File: src/rtl/lrd_pkg.sv
`default_nettype none

package lrd_pkg;

    // Field widths
    localparam int CHAR_W   = 8;
    localparam int RUN_W    = 16;
    localparam int SPAN_W   = 16;
    localparam int TOTAL_W  = 32;

    // Width of the column and row counters
    localparam int COORD_BITS = 16;

    // Character codes recognized by the decoder
    localparam logic [CHAR_W-1:0] CH_SPACE  = 8'h20;
    localparam logic [CHAR_W-1:0] CH_TAB    = 8'h09;
    localparam logic [CHAR_W-1:0] CH_CR     = 8'h0D;
    localparam logic [CHAR_W-1:0] CH_LF     = 8'h0A;
    localparam logic [CHAR_W-1:0] CH_ZERO   = 8'h30;
    localparam logic [CHAR_W-1:0] CH_NINE   = 8'h39;
    localparam logic [CHAR_W-1:0] CH_DEAD   = 8'h62;  // 'b'
    localparam logic [CHAR_W-1:0] CH_DOT    = 8'h2E;  // '.'
    localparam logic [CHAR_W-1:0] CH_LIVE   = 8'h6F;  // 'o'
    localparam logic [CHAR_W-1:0] CH_UPPER_A = 8'h41; // 'A'
    localparam logic [CHAR_W-1:0] CH_UPPER_Z = 8'h5A; // 'Z'
    localparam logic [CHAR_W-1:0] CH_EOL    = 8'h24;  // '$'
    localparam logic [CHAR_W-1:0] CH_BANG   = 8'h21;  // '!'

    // Result kinds
    typedef enum logic [1:0] {
        KIND_SPAN         = 2'd0,
        KIND_FINISHED     = 2'd1,
        KIND_UNTERMINATED = 2'd2
    } kind_t;

    // One body character
    typedef struct packed {
        logic [CHAR_W-1:0] char_code;
        logic              end_of_stream;
    } lrd_req_t;

    // One decoded result
    typedef struct packed {
        kind_t             kind;
        logic [SPAN_W-1:0] span_col;
        logic [SPAN_W-1:0] span_row;
        logic [SPAN_W-1:0] span_len;
        logic              over_limit;
    } lrd_rsp_t;

endpackage

`default_nettype wire

File: src/rtl/lrd_in_reg.sv
`default_nettype none

module lrd_in_reg (
    input  wire logic              clk,
    input  wire logic              rst_n,
    input  wire logic              src_valid,
    output logic                   src_stall,
    input  wire lrd_pkg::lrd_req_t src_req,
    output logic                   item_valid,
    output lrd_pkg::lrd_req_t      item_req,
    input  wire logic              item_take
);
    import lrd_pkg::*;

    logic     valid_reg;
    lrd_req_t req_reg;

    // Hold off the source while a registered request is not yet decoded
    assign src_stall  = valid_reg && !item_take;
    assign item_valid = valid_reg;
    assign item_req   = req_reg;

    // Valid flag
    always_ff @(posedge clk or negedge rst_n)
    begin
        if (!rst_n)
        begin
            valid_reg <= 1'b0;
        end
        else if (!src_stall)
        begin
            valid_reg <= src_valid;
        end
    end

    // Payload capture
    always_ff @(posedge clk)
    begin
        if (src_valid && !src_stall)
        begin
            req_reg <= src_req;
        end
    end

endmodule

`default_nettype wire

File: src/rtl/lrd_core.sv
`default_nettype none

module lrd_core (
    input  wire logic                      clk,
    input  wire logic                      rst_n,
    input  wire logic                      cfg_we,
    input  wire logic [31:0]               cfg_wdata,
    input  wire logic                      item_valid,
    input  wire lrd_pkg::lrd_req_t         item_req,
    output logic                           item_take,
    output logic                           dst_valid,
    input  wire logic                      dst_stall,
    output lrd_pkg::lrd_rsp_t              dst_req
);
    import lrd_pkg::*;

    localparam int CSUM_W   = ((COORD_BITS > RUN_W) ? COORD_BITS : RUN_W) + 1;
    localparam int PROD_W   = RUN_W + 4;
    localparam logic [COORD_BITS-1:0] COORD_MAX = {COORD_BITS{1'b1}};
    localparam logic [RUN_W-1:0]      RUN_MAX   = {RUN_W{1'b1}};
    localparam logic [TOTAL_W-1:0]    TOTAL_MAX = {TOTAL_W{1'b1}};

    // Saturating position add
    function automatic logic [COORD_BITS-1:0] coord_add(
        input logic [COORD_BITS-1:0] a,
        input logic [RUN_W-1:0]      b
    );
        logic [CSUM_W-1:0] s;
        s = CSUM_W'(a) + CSUM_W'(b);
        if (s > CSUM_W'(COORD_MAX))
        begin
            return COORD_MAX;
        end
        return COORD_BITS'(s);
    endfunction

    // Decoder state
    logic [TOTAL_W-1:0]    cell_limit_reg;
    logic [RUN_W-1:0]      run_acc_reg,   run_acc_next;
    logic [COORD_BITS-1:0] col_pos_reg,   col_pos_next;
    logic [COORD_BITS-1:0] row_pos_reg,   row_pos_next;
    logic [TOTAL_W-1:0]    tag_total_reg, tag_total_next;
    logic                  done_reg,      done_next;

    logic                  out_valid_reg;
    lrd_rsp_t              out_reg;

    // Decode signals
    logic [CHAR_W-1:0]     ch;
    logic                  last;
    logic                  is_space;
    logic                  is_digit;
    logic                  active;
    logic [RUN_W-1:0]      count;
    logic [PROD_W-1:0]     run_prod;
    logic [TOTAL_W:0]      total_sum;
    logic [TOTAL_W-1:0]    total_sat;
    logic                  permitted;
    logic                  finished_now;
    logic                  span_hit;
    logic                  res_valid;
    lrd_rsp_t              res;
    logic                  out_free;

    assign ch   = item_req.char_code;
    assign last = item_req.end_of_stream;

    // Move on whenever the result slot is empty or being drained
    assign out_free  = !out_valid_reg || !dst_stall;
    assign item_take = item_valid && out_free;

    assign dst_valid = out_valid_reg;
    assign dst_req   = out_reg;

    // Character classes
    assign is_space = (ch == CH_SPACE) || (ch == CH_TAB) || (ch == CH_CR) || (ch == CH_LF);
    assign is_digit = (ch >= CH_ZERO) && (ch <= CH_NINE);
    assign active   = !done_reg && !is_space;

    // Run count arithmetic: acc * 10 + digit
    assign run_prod  = (PROD_W'(run_acc_reg) << 3) + (PROD_W'(run_acc_reg) << 1)
                     + PROD_W'(ch[3:0]);
    assign count     = (run_acc_reg == '0) ? RUN_W'(1) : run_acc_reg;
    assign total_sum = (TOTAL_W + 1)'(tag_total_reg) + (TOTAL_W + 1)'(count);
    assign total_sat = total_sum[TOTAL_W] ? TOTAL_MAX : total_sum[TOTAL_W-1:0];
    assign permitted = total_sat < cell_limit_reg;

    // Next state and result
    always_comb
    begin
        run_acc_next   = run_acc_reg;
        col_pos_next   = col_pos_reg;
        row_pos_next   = row_pos_reg;
        tag_total_next = tag_total_reg;
        done_next      = done_reg;
        finished_now   = 1'b0;
        span_hit       = 1'b0;

        if (active && is_digit)
        begin
            run_acc_next = (run_prod > PROD_W'(RUN_MAX)) ? RUN_MAX : RUN_W'(run_prod);
        end
        else if (active)
        begin
            run_acc_next   = '0;
            tag_total_next = total_sat;
            if (permitted)
            begin
                if ((ch == CH_DEAD) || (ch == CH_DOT))
                begin
                    col_pos_next = coord_add(col_pos_reg, count);
                end
                else if ((ch == CH_LIVE) || ((ch >= CH_UPPER_A) && (ch <= CH_UPPER_Z)))
                begin
                    span_hit     = 1'b1;
                    col_pos_next = coord_add(col_pos_reg, count);
                end
                else if (ch == CH_EOL)
                begin
                    row_pos_next = coord_add(row_pos_reg, count);
                    col_pos_next = '0;
                end
                else if (ch == CH_BANG)
                begin
                    done_next    = 1'b1;
                    finished_now = 1'b1;
                end
            end
        end

        // Result fields; status results carry zero position and length
        res.over_limit = tag_total_next >= cell_limit_reg;
        res.span_col   = '0;
        res.span_row   = '0;
        res.span_len   = '0;
        if (finished_now)
        begin
            res.kind  = KIND_FINISHED;
            res_valid = 1'b1;
        end
        else if (last)
        begin
            res.kind  = KIND_UNTERMINATED;
            res_valid = !done_reg;
        end
        else
        begin
            res.kind     = KIND_SPAN;
            res.span_col = SPAN_W'(col_pos_reg);
            res.span_row = SPAN_W'(row_pos_reg);
            res.span_len = count;
            res_valid    = span_hit;
        end

        // Last character clears the stream state
        if (last)
        begin
            run_acc_next   = '0;
            col_pos_next   = '0;
            row_pos_next   = '0;
            tag_total_next = '0;
            done_next      = 1'b0;
        end
    end

    // Configuration register
    always_ff @(posedge clk or negedge rst_n)
    begin
        if (!rst_n)
        begin
            cell_limit_reg <= TOTAL_MAX;
        end
        else if (cfg_we)
        begin
            cell_limit_reg <= cfg_wdata;
        end
    end

    // Stream state
    always_ff @(posedge clk or negedge rst_n)
    begin
        if (!rst_n)
        begin
            run_acc_reg   <= '0;
            col_pos_reg   <= '0;
            row_pos_reg   <= '0;
            tag_total_reg <= '0;
            done_reg      <= 1'b0;
        end
        else if (item_take)
        begin
            run_acc_reg   <= run_acc_next;
            col_pos_reg   <= col_pos_next;
            row_pos_reg   <= row_pos_next;
            tag_total_reg <= tag_total_next;
            done_reg      <= done_next;
        end
    end

    // Result valid
    always_ff @(posedge clk or negedge rst_n)
    begin
        if (!rst_n)
        begin
            out_valid_reg <= 1'b0;
        end
        else if (out_free)
        begin
            out_valid_reg <= item_take && res_valid;
        end
    end

    // Result payload
    always_ff @(posedge clk)
    begin
        if (item_take && res_valid)
        begin
            out_reg <= res;
        end
    end

    // Once finished, no run count is pending
    a_done_no_run: assert property (@(posedge clk) disable iff (!rst_n)
        done_reg |-> (run_acc_reg == '0))
        else $error("run count pending after finish");

    // Last character leaves the stream state cleared
    a_last_clears: assert property (@(posedge clk) disable iff (!rst_n)
        (item_take && last) |=> (run_acc_reg == '0) && (col_pos_reg == '0)
            && (row_pos_reg == '0) && (tag_total_reg == '0) && !done_reg)
        else $error("state not cleared after last character");

    // Live spans always cover at least one cell
    a_span_len: assert property (@(posedge clk) disable iff (!rst_n)
        (out_valid_reg && (out_reg.kind == KIND_SPAN)) |-> (out_reg.span_len != '0))
        else $error("empty live span");

    // Status results carry no position or length
    a_status_zero: assert property (@(posedge clk) disable iff (!rst_n)
        (out_valid_reg && (out_reg.kind != KIND_SPAN)) |-> (out_reg.span_col == '0)
            && (out_reg.span_row == '0) && (out_reg.span_len == '0))
        else $error("status result with span fields");

endmodule

`default_nettype wire

File: src/rtl/life_rle_body_decoder_top.sv
`default_nettype none

// Life RLE body decoder. Takes one body character per request on src and
// returns live spans (column, row, length) and end-of-stream status on dst.
// A new character can be taken every cycle while dst does not stall. A
// character's result passes the input register, then one decode step into
// the result register, which presents it on dst. A stalled result holds the
// decode step, and the input register then stalls src. The rate is set by
// the single decode step that updates the run count, position and tag total
// for each character taken. cell_limit is written through cfg_we/cfg_wdata
// and should only change while the block holds no request in flight.
module life_rle_body_decoder_top (
    input  wire logic                  clk,
    input  wire logic                  rst_n,
    input  wire logic                  cfg_we,
    input  wire logic [31:0]           cfg_wdata,
    input  wire logic                  src_valid,
    output logic                       src_stall,
    input  wire lrd_pkg::lrd_req_t     src_req,
    output logic                       dst_valid,
    input  wire logic                  dst_stall,
    output lrd_pkg::lrd_rsp_t          dst_req
);
    import lrd_pkg::*;

    logic     item_valid;
    lrd_req_t item_req;
    logic     item_take;

    // Input register
    lrd_in_reg u_in_reg (
        .clk        (clk),
        .rst_n      (rst_n),
        .src_valid  (src_valid),
        .src_stall  (src_stall),
        .src_req    (src_req),
        .item_valid (item_valid),
        .item_req   (item_req),
        .item_take  (item_take)
    );

    // Decode and result register
    lrd_core u_core (
        .clk        (clk),
        .rst_n      (rst_n),
        .cfg_we     (cfg_we),
        .cfg_wdata  (cfg_wdata),
        .item_valid (item_valid),
        .item_req   (item_req),
        .item_take  (item_take),
        .dst_valid  (dst_valid),
        .dst_stall  (dst_stall),
        .dst_req    (dst_req)
    );

endmodule

`default_nettype wire
File: config.mk
export PLATFORM = sky130hd
export DESIGN_NAME = life_rle_body_decoder_top
export DESIGN_NICKNAME = d
export VERILOG_FILES = /design/src/rtl/lrd_pkg.sv /design/src/rtl/lrd_in_reg.sv /design/src/rtl/lrd_core.sv /design/src/rtl/life_rle_body_decoder_top.sv
export SDC_FILE = /design/constraint.sdc
export NUM_CORES = 1
export LEC_CHECK = 0
export BUFFER_PORTS_ARGS = -buffer_cell sky130_fd_sc_hd__clkbuf_2
export CORE_AREA = 2 2 141 143
export DETAILED_ROUTE_END_ITERATION = 10
export DIE_AREA = 0 0 143 145
export PLACE_DENSITY = 0.87
export SYNTH_ARGS = -nofsm -noshare
export SYNTH_HDL_FRONTEND = slang
export SYNTH_SLANG_ARGS = --single-unit
File: constraint.sdc
create_clock -name clk -period 18.5 [get_ports clk]
set_input_delay 1.85 -clock clk [delete_from_list [all_inputs] [get_ports clk]]
set_output_delay 1.85 -clock clk [all_outputs]
set_load 0.005 [all_outputs]
# After elaboration in Yosys (flattened, before gate mapping)
# Cells that the tools add are included.
[totals]
ff_bits = 175
latchBits = 0
ramBits = 0
romBits = 0
out_inout_bits = 53
word_cells = 142
memories = 0
[op_classes]
add_sub_neg = 5
mul = 0
n_div = 0
n_lt_le_gt_ge = 9
eq_ne = 13
shift = 0
mux = 68
n_bitwise = 0
n_reduce_logical = 32
[op_table]
columns = ["op", "n"]
rows = [
  ["2-to-1 mux 16 bit", 24],
  ["2-to-1 mux 32 bit", 4],
  ["2-to-1 mux 1 bit", 39],
  ["adder 16 x 16 -> 17 bit", 2],
  ["greater-than comparator 17 x 16 -> 1 bit, second input constant", 2],
  ["adder 32 x 16 -> 33 bit", 1],
  ["== test 8 x 6 -> 1 bit, second input constant", 4],
  ["greater-or-equal comparator 32 bit", 1],
  ["< comparator 32 bit", 1],
  ["== test 8 x 4 -> 1 bit, second input constant", 3],
  ["adder 19 x 17 -> 20 bit", 1],
  ["adder 20 x 4 -> 20 bit", 1],
  ["greater-than comparator 20 x 16 -> 1 bit, second input constant", 1],
  ["== test 8 x 7 -> 1 bit, second input constant", 2],
  ["zero test 16 bit", 1],
  ["greater-or-equal comparator 8 x 6 -> 1 bit, second input constant", 1],
  ["greater-or-equal comparator 8 x 7 -> 1 bit, second input constant", 1],
  ["less-or-equal comparator 8 x 6 -> 1 bit, second input constant", 1],
  ["less-or-equal comparator 8 x 7 -> 1 bit, second input constant", 1],
  ["logical AND 1 bit", 8],
  ["!= test 2 bit, second input constant", 4],
  ["AND reduction 8 bit", 1],
  ["nonzero test 2 bit", 4],
  ["AND reduction 7 bit", 1],
  ["8 further kinds", 18],
]

# Logic depth before layout (Yosys ltp)
# Gate-level depths: netlist of run 1.
[logic_depth]
ltp_word = 19
ltp_mapped = 24

# Modules after synthesis
# From an unflattened synthesis of run 1, not the netlist that was laid out.
[unflattened]
hier_cells = 1387
hier_area_um2 = 12548.3
[modules_own_cells]
columns = ["module", "instances", "cells_per_inst", "area_per_inst_um2"]
rows = [
  ["lrd_core", 1, 1373, 12220.5],
  ["lrd_in_reg", 1, 14, 327.8],
]

# Worst setup path after synthesis of run 1
# Ideal clock, no wire load.
[synth_timing]
kind = "reg-to-reg"
startpoint = "register u_core.run_acc_reg[2]"
endpoint = "register u_core.out_reg (netlist bit u_core.dst_req[0]) (enable)"
arrival_ns = 6.964
required_time_ns = 17.959
slack_ns = 10.995
path_stages_with_launch = 22
path_buffers = 3
synth_period_minus_slack_ns = 7.505
path_cell_list = "dfrtp_1 -> nor4_1 -> a41o_1 -> ha_1 -> fa_1 -> a211oi_1 -> o211ai_1 -> nand3_1 -> o211ai_1 -> clkbuf_1 -> nand2_1 -> clkbuf_1 -> clkbuf_1 -> o21ai_0 -> ha_1 -> or3_1 -> a221oi_2 -> o21ai_1 -> a221o_1 -> a311oi_2 -> nand2_1 -> o32ai_1"
[synth_via]
elab_chain_cells = 11
[synth_rtl]
columns = ["element", "line", "rtl"]
rows = [
  ["start, declared", "lrd_core.sv:39", "logic [RUN_W-1:0] run_acc_reg, run_acc_next;"],
  ["start signal, assigned", "lrd_core.sv:192", "run_acc_reg <= run_acc_next;"],
  ["zero test 16 bit *", "lrd_core.sv:83", "assign count = (run_acc_reg == '0) ? RUN_W'(1) : run_acc_reg;"],
  ["2-to-1 mux 16 bit *", "lrd_core.sv:83", ""],
  ["named net u_core.count[0]", "lrd_core.sv:54", "logic [RUN_W-1:0] count;"],
  ["adder 32 x 16 -> 33 bit *", "lrd_core.sv:84", "assign total_sum = (TOTAL_W + 1)'(tag_total_reg) + (TOTAL_W + 1)'(count);"],
  ["2-to-1 mux 32 bit *", "lrd_core.sv:85", "assign total_sat = total_sum[TOTAL_W] ? TOTAL_MAX : total_sum[TOTAL_W-1:0];"],
  ["< comparator 32 bit *", "lrd_core.sv:86", "assign permitted = total_sat < cell_limit_reg;"],
  ["2-to-1 mux 1 bit", "lrd_core.sv:107", "if (permitted)"],
  ["2-to-1 mux 1 bit", "lrd_core.sv:103", "else if (active)"],
  ["2-to-1 mux 1 bit", "lrd_core.sv:99", "if (active && is_digit)"],
  ["2-to-1 mux 1 bit", "lrd_core.sv:141", "else if (last)"],
  ["2-to-1 mux 1 bit *", "lrd_core.sv:136", "if (finished_now)"],
  ["logical AND 1 bit *", "lrd_core.sv:216", "if (item_take && res_valid)"],
  ["end signal, assigned", "lrd_core.sv:218", "out_reg <= res;"],
  ["end, declared", "lrd_core.sv:46", "lrd_rsp_t out_reg;"],
]
# Mark *: on every way through the listed nets, which the timed path passes. The rest lies on a longest branch.
# A chain may end at the register's enable or synchronous reset.

# Worst setup path after layout of run 1
[layout_timing]
startpoint = "register u_core.run_acc_reg[15]"
endpoint = "register u_core.col_pos_reg[0]"
[layout_via]
elab_chain_cells = 17
[layout_rtl]
columns = ["element", "line", "rtl"]
rows = [
  ["zero test 16 bit *", "lrd_core.sv:83", ""],
  ["2-to-1 mux 16 bit *", "lrd_core.sv:83", ""],
  ["named net u_core.count[0]", "lrd_core.sv:54", ""],
  ["adder 16 x 16 -> 17 bit", "lrd_core.sv:29", "s = CSUM_W'(a) + CSUM_W'(b);"],
  ["greater-than comparator 17 x 16 -> 1 bit", "lrd_core.sv:30", "if (s > CSUM_W'(COORD_MAX))"],
  ["2-to-1 mux 1 bit", "lrd_core.sv:30", ""],
  ["2-to-1 mux 1 bit", "lrd_core.sv:113", "else if ((ch == CH_LIVE) || ((ch >= CH_UPPER_A) && (ch <= CH_UPPER_Z)))"],
  ["2-to-1 mux 1 bit", "lrd_core.sv:109", "if ((ch == CH_DEAD) || (ch == CH_DOT))"],
  ["[2 not listed]", "--", ""],
  ["2-to-1 mux 1 bit", "lrd_core.sv:99", ""],
  ["2-to-1 mux 16 bit", "lrd_core.sv:34", "return COORD_BITS'(s);"],
  ["2-to-1 mux 16 bit", "lrd_core.sv:113", ""],
  ["2-to-1 mux 16 bit", "lrd_core.sv:109", ""],
  ["2-to-1 mux 16 bit", "lrd_core.sv:107", ""],
  ["2-to-1 mux 16 bit", "lrd_core.sv:103", ""],
  ["2-to-1 mux 16 bit", "lrd_core.sv:99", ""],
  ["2-to-1 mux 16 bit", "lrd_core.sv:156", "if (last)"],
  ["end signal, assigned", "lrd_core.sv:193", "col_pos_reg <= col_pos_next;"],
  ["end, declared", "lrd_core.sv:40", "logic [COORD_BITS-1:0] col_pos_reg, col_pos_next;"],
]
# Mark *: on every way through the listed nets, which the timed path passes. The rest lies on a longest branch. The select of a mux whose other input is x is not followed.

==> results of run 1 <==
layout by cell type (no fill, tap or decap), types with 6 or more instances in the layout:
master,instances
nand2b_1,11
o31ai_1,12
o21a_1,6
xor2_1,12
dfstp_2,32
dfrtp_1,83
xnor2_1,33
nor4_1,12
a211oi_1,14
a31o_2,7
o211ai_1,13
clkbuf_16,17
nand2_1,126
a31oi_1,26
nor2b_1,10
nand3_1,24
o2bb2ai_1,18
a221o_1,19
nor2_1,99
inv_8,6
a211o_1,6
ha_1,142
a311oi_1,7
and2_1,59
edfxtp_1,60
a21o_1,23
a22oi_1,9
clkbuf_2,97
or2_2,6
o2bb2ai_2,10
buf_4,13
and3_1,15
o21ai_0,96
a21oi_1,72
inv_1,66
nor3_1,16
nand4_1,17
worst register-to-register path, delay by kind of cell (launching register included):
kind | cells | cell delay, ns
AO/OA/AOI/OAI | 10 | 3.23
adder cells (fa/ha/maj) | 3 | 0.80
flip-flops | 1 | 0.53
AND/OR/NAND/NOR | 6 | 3.12
logic make-up (layout without fill, tap and decap cells):
kind of cell,Yosys count,in the layout,synth area share (%)
buf+inv,143,208,4.47
fa+ha+maj,147,147,15.0
xor+xnor,45,45,3.15
mux,8,8,0.680
simple gates,429,429,17.0
flops,175,175,37.7
compound gates,393,393,22.0
metal layers:
| layer | up-vias | share of wire, % |
|---|---|---|
| met5 | - | 0 |
| met4 | 0 | 5.5 |
| met3 | 137 | 7.5 |
| met2 | 507 | 47 |
| met1 | 5067 | 40 |
| li1 | 5054 | - |
worst max-delay path by stage:
stage / from / end / slack, ns / cells after the start
floorplan: u_core.run_acc_reg[2] / u_core.dst_req[0] / 11.00 / 21
global placement: u_core.run_acc_reg[15] / u_core.col_pos_reg[3] / 11.33 / 19
detailed placement: u_core.run_acc_reg[15] / u_core.col_pos_reg[2] / 11.01 / 19
CTS: u_core.run_acc_reg[15] / u_core.col_pos_reg[0] / 10.94 / 19
global route: u_core.run_acc_reg[15] / u_core.col_pos_reg[0] / 10.18 / 19
finish: u_core.run_acc_reg[15] / u_core.col_pos_reg[0] / 10.73 / 19
synthesized netlist by cell type, types with 11 or more instances:
library cell    n
nand2b_1       11
dfstp_2        32
o2bb2ai_1      18
a21oi_1        72
xor2_1         12
nor4_1         12
clkbuf_1       69
nor3_1         16
xnor2_1        33
dfrtp_1        83
ha_1          142
and2_1         59
a221o_1        19
a31oi_1        26
nand2_1       126
and3_1         15
o21ai_0        96
nand3_1        24
edfxtp_1       60
a21o_1         23
o211ai_1       13
a211oi_1       14
nor2_1        100
o31ai_1        12
inv_1          66
nand4_1        17
power breakdown:
part	leakage (nW)	internal, mW	total [mW]	switching (mW)
registers	2.06	0.428	0.444	0.0156
clock network	0.290	0.182	0.357	0.175
logic	4.15	0.0560	0.152	0.0957
layout make-up:
class                      instances  area (um^2)  area share (%)
clock inverter                    15          171            1.25
inverter                          66          248            1.80
tap                              265          332            2.41
timing repair buffer             110          583            4.24
sequential                       175         4720            34.4
clock buffer                      17          425            3.10
multi-input combinational       1022         7260            52.8
through the flow:
stage	setup WS, ns	instances	hold WS, ns	total power [mW]	cell area [um^2]
2_1_floorplan	11.00	1340	0.473	0.544	12500
3_3_place_gp	11.33	1638	0.495	0.593	13100
3_5_place_dp	11.01	1638	0.508	0.599	13100
4_1_cts	10.94	1670	0.525	0.954	13700
5_1_grt	10.18	1670	0.546	0.990	13700
6_report	10.73	1670	0.522	0.953	13700
==> summary.md, run 1 <==
| Metric | Value |
|---|---|
| Min-Delay Path Class | reg -> reg |
| First-pass GRT wire length | roughly 52 mm |
| Core area | around 0.019 mm^2 |
| RePlAce Congestion | around 0.96 |
| Vias | roughly 11000 |
| Skew-Pair Late Insertion Delay | about 0.44 ns |
| CP arrival | roughly 8 ns |
| Die width | ~140 um |
| Max Cap Violations | 0 |
| Asr flop ratio synth | roughly 66% |
| H-tree depth | 4 |
| Starting density of the core | roughly 65% |
| Clock skew | between 0.01 and 0.015 ns |
| Clock tree root driver cell | clkbuf_16 |
| Max-Slew Margin vs Limit | between 10 and 15% |
| Clk buf depth | 2 |
| HP Start | u_core.col_pos_reg[15] |
| Peak VDD IR | between 0.00007 and 0.00008 V |
| Post-synth EDFFs | 60 |
| Crit share post-route | a little over two fifths |
| Hold Path End | u_core.col_pos_reg[15] |
| Busiest layer in global routing | met2 |
| # nets final | 1585 |
| Endpoint of the worst-slack reg-to-reg timing path | u_core.col_pos_reg[0] |
| CP cell instances | nor4_1 > a41o_1 > ha_1 > fa_1 > a211oi_1 > o211ai_1 > nand3_1 > o211ai_1 > nand2_1 > nand2_1 > ha_1 > a21oi_1 > o21ai_0 > a221o_1 > a221o_1 > a311oi_2 > nand2_2 > or4_1 > o2bb2ai_1 |
| F_max | 129 MHz |
| GRT met1 Usage | 40.3% |
| FF-to-FF setup slack | approximately 11 ns |
| Antenna cell count | 0 |
| Layout cell share with drive strength beyond 1 | 15.4% |
| Top-area cell type share of the netlist area | around 17% |
| CP Capture Type | flip-flop |
| Area grow syn2layout | 9.80% |
| Crit-path max FO | 38 |
| Syn_nets | 1533 |
| Util after Layout | between 70% and 80% |
| DRT antenna net count | 0 |
| Clk sink count | 175 |
| IO Pins | between 90 and 100 |
| Vias/cell | roughly 6.4 |
| Hold path depth | 1 |
| Main area contributors after synthesis | dfrtp_1 17%, edfxtp_1 14%, ha_1 14%, dfstp_2 6.7%, o21ai_0 3.8% |
| Initial DRC Count | 982 |
| # rows | ~50 |
| Drt first pass iters | 6 |
| Sequential fraction of the synthesis area | between 30% and 40% |
| Number of buffers created by CTS | 17 |
| Dominant synthesized flop cell | dfrtp_1 |
| Fill cells | approximately 1400 |
| Post-synth top area cell | dfrtp_1 |
| PostCTS Resize Cnt | 0 |
| Netlist cell types | 82 |
| Pins Over Slew Limit | 0 |
| Fin crit period | just under 8 ns |
| CP bufs+invs | 0 |
| Final setup fails | 0 |
| WL/cell | around 19 um |
| P_leak | ~6.5 nW |
| Reg-to-reg startpoint | u_core.run_acc_reg[15] |
| Syn Inst Count | ~1300 |
| Pwr dens | just under 70 mW/mm^2 |
| Yosys Warn Count | 0 |
| Fin. Hold Viols | 0 |
| CTS tree | built |
| Initial antenna violation count | 0 |
| Number of global-route vias before repair | approximately 10000 |
| Post-DP HPWL | between 20 and 25 mm |
| RSZ-0062 raised after global routing | no |
| Crit-path max cell delay | 1.04 ns |
| Die height | ~150 um |
| Status | completed |
| Critical Path Slowest Stage Cell | nand2_1 |
| #FFs+latches synth | 175 |
| Post-CTS setup repair buffer count | 0 |
| Die ar. | between 0.02 and 0.025 mm^2 |
| Largest net degree at the start of global routing | 67 |
| Critical path class | reg -> reg |
| Slew @ Worst Pin | 1.29 ns |
| CTS Hold Bufs | 0 |
| Routed WL | around 32 mm |
| Total grt overflow | 0 |
| Max reg flops | 51 |
| Drc violations | 0 |
| Final setup TNS | 0 ns |
| Startpoint type of the worst setup path | flip-flop |
| Met3 Track Usage GR | 4.92% |
| Avg Cell Area, Syn | 9.34 um^2 |
| Total Routing Usage GR | a little under a third |
| Mapped cell area | ~0.013 mm^2 |
| Worst-path clk slew | 0.08 ns |
| CP top delay family | compound AO/OA/AOI/OAI gates |
| Worst EP required | 18.85 ns |
| Met2 Resource Use GR | a little under 50% |
| Worst R2R Path Depth | 19 |
| IO buf count | 98 |
No activity file was read; power rests on OpenSTA's default activity.
==> inputs of run 2 (changes only) <==
--- a/config.mk
+++ b/config.mk
@@ -6,10 +6,10 @@
 export NUM_CORES = 1
 export LEC_CHECK = 0
 export BUFFER_PORTS_ARGS = -buffer_cell sky130_fd_sc_hd__clkbuf_2
-export CORE_AREA = 2 2 141 143
+export CORE_AREA = 2 2 153 155
 export DETAILED_ROUTE_END_ITERATION = 10
-export DIE_AREA = 0 0 143 145
-export PLACE_DENSITY = 0.87
+export DIE_AREA = 0 0 155 157
+export PLACE_DENSITY = 0.78
 export SYNTH_ARGS = -nofsm -noshare
 export SYNTH_HDL_FRONTEND = slang
 export SYNTH_SLANG_ARGS = --single-unit
==> constraint.sdc (replaced) <==
create_clock -name clk -period 6.9 [get_ports clk]
set_input_delay 0.69 -clock clk [delete_from_list [all_inputs] [get_ports clk]]
set_output_delay 0.69 -clock clk [all_outputs]
set_load 0.005 [all_outputs]
==> summary.md, run 2 (synthesis results as in run 1) <==
| Metric | Value |
|---|---|
| Vias/cell | 6.23 (-3.4%) |
| Drt first pass iters | 6 (unchanged) |
| IO buf count | 98 (unchanged) |
| H-tree depth | 4 (unchanged) |
| RePlAce Congestion | 1.01 (+5.5%) |
| CP Capture Type | flip-flop |
| Worst-path clk slew | 0.08 ns (about the same) |
| Most frequent cells in the layout | 142 x ha_1, 126 x nand2_1, 99 x nor2_1, 97 x clkbuf_2, 96 x o21ai_0 |
| Die height | 157 um (+8.3%) |
| Pins Over Slew Limit | 0 (unchanged) |
| IO Pins | 99 (unchanged) |
| Layout cell share with drive strength beyond 1 | 16.5% (+1.1 points) |
| Startpoint type of the worst setup path | flip-flop |
| Vias | 10600 (-1.3%) |
| Area grow syn2layout | 11.4% |
| Initial DRC Count | 804 (-18%) |
| Number of buffers created by CTS | 17 (unchanged) |
| Skew-Pair Late Insertion Delay | 0.45 ns (about the same) |
| Peak VDD IR | 0.000160 V (+130%) |
| Number of global-route vias before repair | 10000 (-3.5%) |
| Met3 Track Usage GR | 3.58% (-1.3 points) |
| Clk buf depth | 2 (unchanged) |
| CTS tree | built |
| Met2 Resource Use GR | 43.8% (-5.4 points) |
| # rows | 55 (+7.8%) |
| Clock skew | 0.0125 ns (+0.000179 ns) |
| F_max | 157 MHz (+22%) |
| Crit share post-route | 92.2% (+50 points) |
| Fin crit period | 6.36 ns (-1.41 ns) |
| Fill cells | 1849 (+30%) |
| Clock tree root driver cell | clkbuf_16 |
| # nets final | 1600 (+0.95%) |
| Worst EP required | 7.21 ns (-11.64 ns) |
| Max Cap Violations | 0 (unchanged) |
| Starting density of the core | 55.6% (-9.5 points) |
| Slew @ Worst Pin | 1.12 ns (-0.164 ns) |
| Die width | 155 um (+8.4%) |
| Die ar. | 0.0243 mm^2 (+17%) |
| WL/cell | 18.6 um (-1.9%) |
| DRT antenna net count | 0 (unchanged) |
| First-pass GRT wire length | 51.3 mm (-0.77%) |
| RSZ-0062 raised after global routing | no |
| Routed WL | 31.8 mm (+0.15%) |
| Hold WS | 0.307 ns (-0.215 ns) |
| Total grt overflow | 0 (unchanged) |
| Busiest layer in global routing | met2 |
| P_leak | 6.60 nW (+1.5%) |
| Initial antenna violation count | 0 (unchanged) |
| Total Routing Usage GR | 26.6% (-4.5 points) |
| Post-DP HPWL | 23.4 mm (about the same) |
| Antenna cell count | 0 (unchanged) |
| Pwr dens | 186 mW/mm^2 (+170%) |
| Critical path class | reg -> reg |
| Max reg flops | 51 (unchanged) |
| Post-CTS setup repair buffer count | 0 (unchanged) |
| CP arrival | 6.67 ns (-1.46 ns) |
| Min-Delay Path Class | in -> async |
| Crit-path max FO | 48 (+26%) |
| Core area | 0.0225 mm^2 (+17%) |
| Commonest non-fill, non-tap cell in the layout | ha_1 |
| GRT met1 Usage | 35.4% (-4.9 points) |
| Largest net degree at the start of global routing | 64 (-4.5%) |
| Fin. Hold Viols | 0 (unchanged) |
| Status | completed |
| Clk sink count | 175 (unchanged) |
| CTS Hold Bufs | 0 (unchanged) |
| Final setup TNS | 0 ns (unchanged) |
| Final setup fails | 0 (unchanged) |
| Drc violations | 0 (unchanged) |
| Max-Slew Margin vs Limit | 23.3% (+9.2 points) |
-- run 2: layout make-up --
| type | count | area [um^2] | share of cell area (%) |
|---|---|---|---|
| Tap cell | 285 | 357 | 2.56 |
| Sequential cell | 175 | 4720 | 33.9 |
| Clock inverter | 15 | 191 | 1.37 |
| Inverter | 66 | 248 | 1.78 |
| Timing Repair Buffer | 125 | 721 | 5.17 |
| Clock buffer | 17 | 425 | 3.05 |
| Multi-Input combinational cell | 1022 | 7270 | 52.2 |
-- run 2: metrics by stage --
stage / power, mW / area [um^2] / util [%] / setup WS (ns) / instances
final: 2.59 / 13900 / 61.9 / 0.540 / 1705
after global routing: 2.69 / 13900 / 61.9 / 0.0342 / 1705
after CTS: 2.60 / 13900 / 61.9 / 0.399 / 1705
after floorplan: 1.46 / 12500 / - / 0.476 / 1340
after global placement: 1.59 / 13300 / 59.1 / 0.777 / 1673
after detailed placement: 1.60 / 13300 / 59.1 / 0.519 / 1673
-- run 2: repair_timing --
| item | 4_1_cts | 5_1_grt |
|---|---|---|
| endpoints found under the setup margin | 0 | 66 |
| resized for setup | 0 | 3 |
| endpoints found under the hold margin | 0 | 0 |
-- run 2: worst paths after layout --
kind	start	end	slack (ns)	depth (start not counted)
worst max-delay path	u_core.run_acc_reg[2]	u_core.dst_req[23]	0.54	22
worst min-delay path	rst_n	u_core.tag_total_reg[28]	0.31	1
worst max register to register	u_core.run_acc_reg[2]	u_core.dst_req[23]	0.54	22
worst min register to register	u_core.row_pos_reg[4]	u_core.row_pos_reg[4]	0.53	1
max in group asynchronous	rst_n	u_core.row_pos_reg[11]	5.36	2
min in group clk	src_req[2]	u_in_reg.item_req[2]	0.42	1
-- run 2: routing by layer --
metal | up-vias | share of wire [%] | wire, um
li1 | 5096 | - | -
met2 | 386 | 48 | 15100
met5 | - | 0 | 0
met1 | 5069 | 43 | 13800
met3 | 69 | 5.7 | 1820
met4 | 0 | 3.4 | 1070
-- run 2: report_power, final --
group,switching [mW],internal [mW]
registers,0.0423,1.15
logic,0.246,0.150
clock network,0.504,0.497
total,0.792,1.80
-- run 2: worst max-delay path, cell delays in order (launching register included) --
cell	delay [ns]
dfrtp_1	0.53
nor4_1	0.31
a41o_1	0.36
ha_1	0.24
fa_1	0.24
a211oi_1	0.11
o211ai_1	0.23
nand3_1	0.18
o211ai_1	0.45
nand2_1	0.24
nor3_2	0.38
xnor2_1	0.16
nand2_1	0.07
ha_1	0.29
nand4_1	0.07
or2_2	0.31
nor4_1	0.50
nor4bb_1	0.41
a311oi_2	0.22
and3_2	0.29
nor2_2	0.08
buf_4	0.35
and2_1	0.19
==> inputs of run 3 (changes only) <==
--- a/config.mk
+++ b/config.mk
@@ -5,11 +5,13 @@
 export SDC_FILE = /design/constraint.sdc
 export NUM_CORES = 1
 export LEC_CHECK = 0
+export ABC_AREA = 1
 export BUFFER_PORTS_ARGS = -buffer_cell sky130_fd_sc_hd__clkbuf_2
-export CORE_AREA = 2 2 153 155
+export CORE_AREA = 2 2 156 158
 export DETAILED_ROUTE_END_ITERATION = 10
-export DIE_AREA = 0 0 155 157
+export DIE_AREA = 0 0 158 160
 export PLACE_DENSITY = 0.78
 export SYNTH_ARGS = -nofsm -noshare
 export SYNTH_HDL_FRONTEND = slang
 export SYNTH_SLANG_ARGS = --single-unit
+export TNS_END_PERCENT = 5
==> constraint.sdc (replaced) <==
create_clock -name clk -period 5.15 [get_ports clk]
set_input_delay 0.515 -clock clk [delete_from_list [all_inputs] [get_ports clk]]
set_output_delay 0.515 -clock clk [all_outputs]
set_load 0.005 [all_outputs]
==> summary.md, run 3 <==
| Metric | Value |
|---|---|
| RePlAce Congestion | 0.973 (-3.6%) |
| Top-area cell type share of the netlist area | 16.0% (-0.61 points) |
| Adder-cell share of the synthesized area | 14.4% (-0.55 points) |
| Most common cell in the synthesized netlist | nand2_1 |
| Main area contributors after synthesis | dfrtp_1 16%, edfxtp_1 14%, ha_1 14%, nand2_1 11%, inv_1 6.9% |
| Die height | 160 um (+1.9%) |
| Worst EP required | 5.35 ns (-1.86 ns) |
| Syn Inst Count | 1664 (+24%) |
| Initial DRC Count | 995 (+24%) |
| Commonest non-fill, non-tap cell in the layout | nand2_1 |
| Routed WL | 32.9 mm (+3.6%) |
| Placed instance count | 2069 (+24%) |
| Pwr dens | 351 mW/mm^2 (+89%) |
| # rows | 57 (+3.6%) |
| Total grt overflow | 0 (unchanged) |
| Clock skew | 0.00982 ns (-0.00267 ns) |
| Netlist cell types | 54 (-34%) |
| Min-Delay Path Class | in -> async |
| Worst R2R Path Depth | 30 (+36%) |
| Vias | 11600 (+9.5%) |
| Final setup fails | 0 (unchanged) |
| Fill cells | 2124 (+15%) |
| Status | completed |
| Max Cap Violations | 0 (unchanged) |
| Sequential fraction of the synthesis area | 36.3% (-1.4 points) |
| Initial antenna violation count | 0 (unchanged) |
| Clock tree root driver cell | clkbuf_16 |
| Core area | 0.0238 mm^2 (+5.9%) |
| Util after Layout | 61.8% (-0.13 points) |
| Drc violations | 0 (unchanged) |
| Die ar. | 0.0253 mm^2 (+3.9%) |
| Hold WS | 0.179 ns (-0.128 ns) |
| Clk sink count | 175 (unchanged) |
| Largest family of logic cells by synthesized area | simple AND/OR/NAND/NOR gates |
| #FFs+latches synth | 175 (unchanged) |
| Worst-path clk slew | 0.07 ns (about the same) |
| DRT antenna net count | 0 (unchanged) |
| Critical Path Slowest Stage Cell | dfrtp_1 |
| Post-synth top cells | 372 x nand2_1, 238 x inv_1, 142 x ha_1 |
| Syn_nets | 1857 (+21%) |
| Critical path class | reg -> reg |
| Endpoint of the worst-slack reg-to-reg timing path | u_core.dst_req[50] |
| Post-synth top area cell | dfrtp_1 |
| First-pass GRT wire length | 53.6 mm (+4.4%) |
| Max reg flops | 51 (unchanged) |
| Slew @ Worst Pin | 0.976 ns (-0.146 ns) |
| CP arrival | 5.12 ns (-1.55 ns) |
| Number of global-route vias before repair | 11100 (+11%) |
| Pins Over Slew Limit | 0 (unchanged) |
| Multi-input gate area | 0.00715 mm^2 (-1.7%) |
| Total Routing Usage GR | 26.5% (-0.10 points) |
| Drt first pass iters | 6 (unchanged) |
| Yosys Warn Count | 0 (unchanged) |
| Setup ws final | 0.227 ns (-0.313 ns) |
| Crit-path max cell delay | 0.38 ns (-0.15 ns) |
| # nets final | 1964 (+23%) |
| Post-synthesis mux area share | 0.0867% (-0.59 points) |
| Area grow syn2layout | 13.3% |
| Max-Slew Margin vs Limit | 34.5% (+11 points) |
| WL/cell | 15.6 um (-16%) |
| FF-to-FF setup slack | 0.23 ns (-0.31 ns) |
| Pre-CTS setup slack | 0.147 ns (-0.372 ns) |
| Clk buf depth | 2 (unchanged) |
| Crit path to | u_core.dst_req[50] |
| Fin crit period | 4.92 ns (-1.44 ns) |
| Antenna cell count | 0 (unchanged) |
| IO Pins | 99 (unchanged) |
| IO buf count | 98 (unchanged) |
| Synth Area in Compound Gates | 13.7% (-8.3 points) |
| Final setup TNS | 0 ns (unchanged) |
| CP Launch Point | u_core.run_acc_reg[1] |
| CP Capture Type | flip-flop |
| CTS tree | built |
| Die width | 158 um (+1.9%) |
| Dominant synthesized flop cell | dfrtp_1 |
| Avg Cell Area, Syn | 7.81 um^2 (-16%) |
| Layout cell share with drive strength beyond 1 | 15.8% (-0.73 points) |
| Startpoint type of the worst setup path | flip-flop |
| Fin. Hold Viols | 0 (unchanged) |
| Peak VDD IR | 0.000228 V (+43%) |
| Starting density of the core | 54.5% (-1.1 points) |
| Largest net degree at the start of global routing | 67 (+4.7%) |
| Post-DP HPWL | 24.4 mm (+4.2%) |
| Post-synth EDFFs | 60 (unchanged) |
| F_max | 203 MHz (+29%) |
| Skew-Pair Late Insertion Delay | 0.44 ns (about the same) |
| Post-synthesis simple-gate area fraction | 23.6% (+6.7 points) |
| Crit share post-route | 95.6% (+3.4 points) |
| Most frequent cells in the layout | 369 x nand2_1, 236 x inv_1, 141 x ha_1, 118 x a21oi_1, 114 x o21ai_0 |
| Register area | 0.00472 mm^2 (about the same) |
| Reg-to-reg startpoint | u_core.run_acc_reg[1] |
| Asr flop ratio synth | 65.7% (unchanged) |
| Crit-path max FO | 8 (-83%) |
| Number of buffers created by CTS | 17 (unchanged) |
| Final Non-Filler Cells | 2108 (+24%) |
| Vias/cell | 5.52 (-11%) |
| Mapped cell area | 0.0130 mm^2 (+3.8%) |
| H-tree depth | 4 (unchanged) |
| Post-synthesis xor/xnor area fraction | 2.63% (-0.52 points) |
| P_leak | 7.45 nW (+13%) |
run 3: cell count changes after synthesis, sizes merged, moves of 25 or more:
| cell | previous run | this run |
|---|---|---|
| inv | 66 | 241 |
| nor2 | 100 | 125 |
| a21oi | 74 | 123 |
| nand2 | 127 | 382 |
| and2 | 59 | 0 |
| o2bb2ai | 28 | 0 |
| nand3 | 24 | 111 |
| clkbuf | 69 | 39 |
| o21ai | 99 | 125 |
run 3: worst min-delay path by stage:
stage / start / end / slack (ns)
final: rst_n / u_core.tag_total_reg[8] / 0.18
after global routing: src_req[0] / u_in_reg.item_req[0] / 0.24
after CTS: rst_n / u_core.tag_total_reg[8] / 0.22
after detailed placement: u_core.col_pos_reg[7] / u_core.col_pos_reg[7] / 0.49
after global placement: u_core.row_pos_reg[10] / u_core.row_pos_reg[10] / 0.48
after floorplan: rst_n / u_core.col_pos_reg[0] / 0.22
run 3: per-layer routing:
metal / wire length [um] / vias to the layer above / global-route usage, % / part of all wire [%]
li1: - / 5759 / - / -
met1: 14200 / 5385 / 35.5 / 43
met2: 15900 / 424 / 43.9 / 48
met3: 1920 / 62 / 3.26 / 5.8
met4: 872 / 0 / 9.79 / 2.6
met5: 0 / - / 0 / 0
run 3: power by group:
group          switching, mW  internal [mW]  total [mW]
registers              0.140           1.66        1.80
clock network          0.603          0.722        1.32
logic                   1.30          0.743        2.04
total                   2.04           3.12        5.16
run 3: cells by family (layout without fill, tap and decap cells):
group           after synthesis  after routing
xor+xnor                     39             39
compound gates              321            321
buf+inv                     299            419
simple gates                682            682
mux                           1              1
fa+ha+maj                   147            147
flops                       175            175
run 3: area by class of cell:
class                      instances  area share, %
inverter                         243           6.22
sequential                       175           32.1
clock buffer                      17           2.89
timing repair buffer             144           6.41
tap                              324           2.75
clock inverter                    15           1.06
multi-input combinational       1190           48.6
run 3: timing repair:
item                       in CTS  in global routing
setup endpoints to repair       0                132
hold endpoints to repair        0                  0
gates resized for setup         0                 23
buffers inserted                0                  3
hold buffers                    0                  0
run 3: metrics by stage:
stage / instance area, um^2 / power [mW]
2_1_floorplan: 13000 / 3.17
3_3_place_gp: 14000 / 3.69
3_5_place_dp: 14000 / 3.76
4_1_cts: 14500 / 5.10
5_1_grt: 14700 / 5.52
6_report: 14700 / 5.16
run 3: critical path, delay by kind of cell (launching register included):
kind                       cells  cell delay (ns)
DFF                            1             0.38
adders and majority gates      3             0.67
AOI/OAI and AO/OA              2             0.25
and+or+nand+nor               20             2.64
buffers and inverters          5             0.73
